## src/hw/rtl/tsbr_pkg.sv

```systemverilog
`default_nettype none
// ----------------------------------------------------------------------------
// Tagged sample buffer ring: shared definitions
// Sizes of the buffer ring, field widths, the controller state type and the
// small helper functions used by the controller and the queue.
// ----------------------------------------------------------------------------
package tsbr_pkg;

    // Ring geometry.
    localparam int BUFFER_COUNT = 4;
    localparam int BUFFER_WORDS = 64;
    localparam int RING_SIZE    = BUFFER_COUNT + 1;

    // Derived widths.
    localparam int BUF_W  = $clog2(RING_SIZE);
    localparam int OFF_W  = (BUFFER_WORDS > 1) ? $clog2(BUFFER_WORDS) : 1;
    localparam int CNT_W  = $clog2(BUFFER_WORDS + 1);
    localparam int ADDR_W = $clog2(RING_SIZE * BUFFER_WORDS);
    localparam int QIDX_W = (BUFFER_COUNT > 1) ? $clog2(BUFFER_COUNT) : 1;
    localparam int QCNT_W = $clog2(BUFFER_COUNT + 1);

    // Field widths.
    localparam int CH_W   = 4;
    localparam int SMP_W  = 12;
    localparam int TIME_W = 48;
    localparam int WORD_W = CH_W + SMP_W;
    localparam int IDX_W  = 4;

    // Stream payload widths.
    localparam int IN_TDATA_W  = 64;
    localparam int OUT_FIELD_W = WORD_W + TIME_W + IDX_W;
    localparam int OUT_TDATA_W = ((OUT_FIELD_W + 7) / 8) * 8;
    localparam int OUT_PAD_W   = OUT_TDATA_W - OUT_FIELD_W;

    // Request kinds carried in the input tuser bit.
    localparam logic CMD_STORE = 1'b0;
    localparam logic CMD_READ  = 1'b1;

    typedef enum logic [1:0] {
        ST_IDLE,
        ST_EMPTY,
        ST_STREAM
    } t_state;

    // Write port of the sample store.
    typedef struct packed {
        logic              en;
        logic [ADDR_W-1:0] addr;
        logic [WORD_W-1:0] data;
    } t_word_wr;

    // Write port of the start time table.
    typedef struct packed {
        logic              en;
        logic [BUF_W-1:0]  idx;
        logic [TIME_W-1:0] stamp;
    } t_time_wr;

    // Commands to the ready queue.
    typedef struct packed {
        logic             push;
        logic             pop;
        logic [BUF_W-1:0] push_idx;
    } t_q_ctrl;

    // Status from the ready queue.
    typedef struct packed {
        logic             nonempty;
        logic [BUF_W-1:0] head_idx;
    } t_q_stat;

    function automatic logic [BUF_W-1:0] ring_next(input logic [BUF_W-1:0] idx);
        logic [BUF_W-1:0] nxt;
        nxt = (idx == BUF_W'(RING_SIZE - 1)) ? '0 : idx + BUF_W'(1);
        return nxt;
    endfunction

    function automatic logic [QIDX_W-1:0] qidx_next(input logic [QIDX_W-1:0] idx);
        logic [QIDX_W-1:0] nxt;
        nxt = (idx == QIDX_W'(BUFFER_COUNT - 1)) ? '0 : idx + QIDX_W'(1);
        return nxt;
    endfunction

    function automatic logic [ADDR_W-1:0] buf_addr(input logic [BUF_W-1:0] bidx,
                                                   input logic [OFF_W-1:0] off);
        logic [ADDR_W-1:0] base;
        base = ADDR_W'(bidx) * ADDR_W'(BUFFER_WORDS);
        return base + ADDR_W'(off);
    endfunction

endpackage
`default_nettype wire

```

## src/hw/rtl/tsbr_queue.sv

```systemverilog
`default_nettype none
// ----------------------------------------------------------------------------
// Tagged sample buffer ring: ready queue
// Circular queue of filled buffer indexes. A push into a full queue drops the
// oldest entry, so the newest filled buffers are always kept.
// ----------------------------------------------------------------------------
module tsbr_queue (
    input  wire                     i_clk,
    input  wire                     i_rst_n,
    input  wire tsbr_pkg::t_q_ctrl  i_ctrl,
    output tsbr_pkg::t_q_stat       o_stat
);

    localparam int SUM_W = tsbr_pkg::QCNT_W + 1;

    logic [tsbr_pkg::BUF_W-1:0]  r_entry [tsbr_pkg::BUFFER_COUNT];
    logic [tsbr_pkg::QIDX_W-1:0] r_head, n_head;
    logic [tsbr_pkg::QCNT_W-1:0] r_count, n_count;

    logic [SUM_W-1:0]            tail_sum;
    logic [tsbr_pkg::QIDX_W-1:0] tail;
    logic [tsbr_pkg::QIDX_W-1:0] wr_pos;
    logic                        full;

    always_comb begin
        tail_sum = SUM_W'(r_head) + SUM_W'(r_count);
        if (tail_sum >= SUM_W'(tsbr_pkg::BUFFER_COUNT)) begin
            tail = tsbr_pkg::QIDX_W'(tail_sum - SUM_W'(tsbr_pkg::BUFFER_COUNT));
        end else begin
            tail = tsbr_pkg::QIDX_W'(tail_sum);
        end
        full = (r_count == tsbr_pkg::QCNT_W'(tsbr_pkg::BUFFER_COUNT));

        // When full, the new entry takes the slot of the dropped oldest one.
        wr_pos  = full ? r_head : tail;
        n_head  = r_head;
        n_count = r_count;
        if (i_ctrl.push) begin
            if (full) begin
                n_head = tsbr_pkg::qidx_next(r_head);
            end else begin
                n_count = r_count + tsbr_pkg::QCNT_W'(1);
            end
        end else if (i_ctrl.pop) begin
            n_head  = tsbr_pkg::qidx_next(r_head);
            n_count = r_count - tsbr_pkg::QCNT_W'(1);
        end
    end

    always_ff @(posedge i_clk) begin
        if (!i_rst_n) begin
            r_head  <= '0;
            r_count <= '0;
        end else begin
            r_head  <= n_head;
            r_count <= n_count;
        end
    end

    always_ff @(posedge i_clk) begin
        if (i_ctrl.push) begin
            r_entry[wr_pos] <= i_ctrl.push_idx;
        end
    end

    assign o_stat.nonempty = (r_count != '0);
    assign o_stat.head_idx = r_entry[r_head];

    a_count_bound: assert property (@(posedge i_clk) disable iff (!i_rst_n)
        r_count <= tsbr_pkg::QCNT_W'(tsbr_pkg::BUFFER_COUNT))
        else $error("ready queue count above its depth");

    a_pop_nonempty: assert property (@(posedge i_clk) disable iff (!i_rst_n)
        i_ctrl.pop |-> (r_count != '0) && !i_ctrl.push)
        else $error("ready queue popped while empty or together with a push");

endmodule
`default_nettype wire

```

## config.mk

```make
export PLATFORM = sky130hd
export DESIGN_NAME = tsbr_queue
export DESIGN_NICKNAME = d
export VERILOG_FILES = /design/src/hw/rtl/tsbr_pkg.sv /design/src/hw/rtl/tsbr_queue.sv
export SDC_FILE = /design/constraint.sdc
export NUM_CORES = 1
export LEC_CHECK = 0
export BUFFER_PORTS_ARGS = -buffer_cell sky130_fd_sc_hd__buf_2
export CAP_MARGIN = 10
export CORE_UTILIZATION = 50
export CTS_BUF_LIST = sky130_fd_sc_hd__clkbuf_8
export CTS_CLUSTER_SIZE = 14
export DETAILED_ROUTE_END_ITERATION = 10
export PLACE_DENSITY = 0.73
export SLEW_MARGIN = 5
export SYNTH_ARGS = -nofsm -noshare
export SYNTH_HDL_FRONTEND = slang
export SYNTH_SLANG_ARGS = --single-unit
```

## constraint.sdc

```tcl
create_clock -name i_clk -period 1.5 [get_ports i_clk]
set_input_delay 0.3 -clock i_clk [delete_from_list [all_inputs] [get_ports i_clk]]
set_output_delay 0.3 -clock i_clk [all_outputs]
set_load 0.02 [all_outputs]
```

-- Yosys cells after proc, flatten, opt, wreduce, memory -nomap -nowiden
Memories as Yosys holds them, arrays and structs flattened. A register that Yosys moved wholly into a read port is not among the register bits.
Index checks and enable logic that the tools add are counted.
- bits in registers: 5
- bits in latches: 0
- bits in writable memories: 12
- bits in read-only memories: 0
- bits of input ports: 7
- output and inout port bits: 4
- memories: 1
- $add $sub $neg: 5
- $mul: 0
- div/mod/pow operators: 0
- $lt $le $gt $ge: 1
- equality and inequality tests: 4
- shifts and indexed selects: 0
- multiplexer cells: 13
- bitwise operators: 0
- reductions and logical operators: 4
- memory list (name ; depth ; bits a word ; rd ports ; clocked after Yosys merged registers in ; wr ports ; line ; source):
    r_entry ; 4 ; 3 ; 1 ; 1 ; 1 ; tsbr_queue.sv:16 ; logic [tsbr_pkg::BUF_W-1:0] r_entry [tsbr_pkg::BUFFER_COUNT];
- operator list (kind ; count):
    two-way mux 2 bit ; 8
    two-way mux 3 bit ; 3
    adder 2 x 3 -> 4 bit ; 1
    >= comparator 4 x 3 -> 1 bit, second input constant ; 1
    AND reduction 2 bit ; 2
    adder 3 x 1 -> 3 bit, second input constant ; 1
    == test 3 bit, second input constant ; 1
    nonzero test 3 bit ; 1
    subtractor 3 x 1 -> 3 bit, second input constant ; 1
    adder 2 x 1 -> 2 bit, second input constant ; 1
    == test 2 bit, second input constant ; 1
    two-way mux 1 bit ; 2
    inequality test 2 x 1 -> 1 bit, second input constant ; 1
    inequality test 2 bit, second input constant ; 1
    nonzero test 2 bit ; 1
    subtractor 2 x 1 -> 2 bit, second input constant ; 1

-- Depth between registers and ports, before layout
- depth after elaboration: 6
- depth in mapped cells: 5

-- Worst setup path after synthesis
No wires, ideal clock.
- path type: reg2reg
- from: reg r_count[0] (netlist name)
- to: mem r_entry[2][0] (netlist name), enable pin
- arrival time: 1308 ps
- data required time: 1170 ps
- path slack: -139 ps
- stages on the path, launching flop included: 4
- buffers on the path: 0
- period minus slack after synthesis: 1639 ps
- cell sequence: dfxtp_1 ha_1 or3_1 mux2i_1
- cells in the longest elaborated chain, start to end: 4
- elaborated cells on any way between the ends: 6
- those cells by class: 2 x add/sub; 1 x order compare; 1 x eq/ne; 2 x mux
- RTL lines (element ; line ; source):
    from (decl) ; tsbr_queue.sv:18 ; logic [tsbr_pkg::QCNT_W-1:0] r_count, n_count;
    from (signal assigned) ; tsbr_queue.sv:56 ; r_count <= n_count;
    adder 2 x 3 -> 4 bit ; tsbr_queue.sv:26 ; tail_sum = SUM_W'(r_head) + SUM_W'(r_count);
    >= comparator 4 x 3 -> 1 bit / subtractor 2 x 1 -> 2 bit (equally long branches) ; tsbr_queue.sv:27, tsbr_queue.sv:28 ;
    two-way mux 2 bit ; tsbr_queue.sv:27 ; if (tail_sum >= SUM_W'(tsbr_pkg::BUFFER_COUNT)) begin
    two-way mux 2 bit * ; tsbr_queue.sv:35 ; wr_pos = full ? r_head : tail;
    to (decl) ; tsbr_queue.sv:16 ;
Every way passes the cells marked *; elsewhere a longest branch is shown, timed or not.

==> metrics.yaml <==
final_common_cell: "edfxtp_1"
synth_top_area_cell: "edfxtp_1"
synth_mux_area_share_pct: 14.4
synth_top_family_by_area: "multiplexers"
finalHoldViolCount: 0
synth_fp_nets: 71
wire_per_inst_um: 18.0
r2r_start: "r_head[0]"
critPathLaunchType: "flop"
path_clk_slew_ns: 0.08
core_area_mm2: 0.00158
die_x_um: 44.1
pwr-share-comb_pct: 28.0
cp_slowest_stage_delay_ns: 0.51
reg2reg_depth: 5
ys_types: 25
rsz0062_at_grt: "yes"
switchingPower_uw: 397
avgSynthCellArea_um2: 14.5
violations: "setup timing"
synthCells: 61
area_growth_pct: 31.5
first_iter_violations: 17
crit_type: "reg -> out"
vdd_drop_max_mv: 0.863
antenna_found_initial: 0
cp.arrival_ns: 1.29
crit_cells: 2
seqPwrFrac_pct: 46.2
grt_pass1_wl_um: 2630
critPathMaxFanout: 3
synth_ff_type: "edfxtp_1"
multi_input_area_um2: 423
layout_common_cells: "edfxtp_1, buf_4, buf_2, buf_6, nand2_1"
critPathRequiredTime_ns: 1.20
dieArea_mm2: 0.00194
power_frac_clock_pct: 25.8
setup-tns-final_ns: -0.277
synth_compound_area_share_pct: 10.0
clock.fmax_mhz: 630
critPathTopFamily: "multiplexers"
grt_usage_pct: 19.7
outcome: "finished with violations"
nets: 94
yosysWarnings: 0
drt-total-wl_um: 1780
num_vias: 608
switching_share_pct: 28.1
ios: 11
p_leak_nw: 0.432
postRouteAntennaNets: 0
min_from: "i_ctrl[0]"
yosysTopAreaCellShare_pct: 40.7
slew_violations: 0
yosys.area_share.adder_pct: 5.09
fin_crit_sh_pct: 106
cts_buffer_depth: 2
async_flop_share_pct: 0
maxCapViolations: 0
finalWorstSetupSlack_ns: -0.0884
gr-total-overflow: 0
holdPathStages: 1
start_util_pct: 56.1
cts_tree: "done"
max_slew.worst_pin.slew_ns: 0.298
root_buffer: "clkbuf_8"
grt_pass1_vias: 515
rrSetupSlack_ns: 0
first_pass_iters: 6
portBuffers: 10
drive_gt1_share_pct: 50.6
die_h_um: 44.1
post-dp-hpwl_um: 1130
stdcell_count: 99
num_rows: 14
clock-sinks: 19
worstReg2RegEnd: "r_entry[3][1]"
period_minus_slack_ns: 1.59
fin_skew_ns: 0.00498
slew_headroom_pct: 80.0
setup_viol: 5
placedCellCount: 94
gp_congestion: 0.804
hp-class: "in -> reg"
synth_edf_count: 12
clk_latency_ns: 0.26
grt_max_degree: 13
synth_area_um2: 885
holdWs_ns: 0.261
fillers: 108
antenna_cells: 0
fin_util_pct: 73.8
synthXorXnorAreaFrac_pct: 0
ys_ff_latch: 19
internal_power_mw: 1.02
cellPowerDensity_mw_per_mm2: 1210
yosys.area_share.simple_pct: 11.7
regArea_um2: 514
crit_path_cell_trace: "mux4_2 > buf_6"
cts_made_buffers: 3
viasPerCell: 6.14
crit_slowest_cell: "mux4_2"
path_buf_inv: 1
whs_endpoint: "r_entry[2][0]"
synth_area_leaders: "edfxtp_1, dfxtp_1, mux4_2, mux2i_1, ha_1"
cts_htree_levels: 1
drcViolationCount: 0
cp-end-kind: "output pin"
ys_seq_area_share_pct: 56.6
[metal layers]
layer / vias to the layer above / track usage [%] / wire length [um]
met5: - / 0 / 0
met4: 0 / 10.9 / 48
met3: 7 / 4.08 / 53
met2: 15 / 25.0 / 761
met1: 304 / 31.0 / 918
li1: 282 / - / -
[Yosys cell counts, types with 2 or more instances]
library cell and count:
edfxtp_1 12, dfxtp_1 7, mux2i_1 6, nand2_1 5, mux4_2 3, a211oi_1 2, a21oi_1 2, ha_1 2
inv_1 2, nand2b_1 2, nand3b_1 2, nor2_1 2, or3_1 2
[area by class of cell]
type / count / area share [%]
multi-input combinational: 39 / 36.3
tap: 16 / 1.72
sequential: 19 / 44.2
inverter: 2 / 0.645
clock buffer: 3 / 3.55
clock inverter: 1 / 0.645
timing repair buffer: 19 / 12.9
[worst max path at each step]
stage / startpoint / end / slack (ns)
floorplan: r_count[0] / r_entry[2][0] / -0.02
global placement: r_count[0] / r_entry[0][0] / -0.004
detailed placement: r_head[0] / r_entry[0][2] / -0.06
CTS: flop / o_stat[0] / -0.09
global route: flop / o_stat[2] / -0.14
finish: flop / o_stat[2] / -0.09
[through the flow]
stage          setup slack [ns]  power [mW]  instance area, um^2
5_1_grt                  -0.140        1.47                 1160
6_report                -0.0884        1.41                 1160
2_1_floorplan           -0.0239       0.860                  901
3_3_place_gp           -0.00387       0.955                 1020
3_5_place_dp            -0.0606       0.963                 1020
4_1_cts                 -0.0858        1.37                 1130
[power groups by stage]
stage                     Sequential (mW)  Clock (mW)  Combinational, mW
after detailed placement            0.656           0              0.308
after CTS                           0.650       0.361              0.356
after global placement              0.653           0              0.302
final                               0.653       0.365              0.396
after global routing                0.659       0.390              0.421
after floorplan                     0.655           0              0.205
[timing repair]
action,4_1_cts,5_1_grt
gates cloned,0,0
resized for setup,14,8
buffers inserted,0,1
setup endpoints to repair,9,17
pin swaps,1,2
hold buffers,0,0
[worst reg2reg max path, stage by stage, from the launching register on]
cell      delay [ns]
dfxtp_4         0.36
ha_4            0.14
nand2b_4        0.06
o21ai_4         0.29
mux2i_1         0.22
buf_4           0.16
[logic make-up (layout without fill, tap and decap cells)]
group | Yosys count | after routing
compound gates | 10 | 10
flops | 19 | 19
simple gates | 17 | 17
buf+inv | 3 | 25
fa+ha+maj | 3 | 3
mux | 9 | 9
Power figures use the tool's default switching activity.
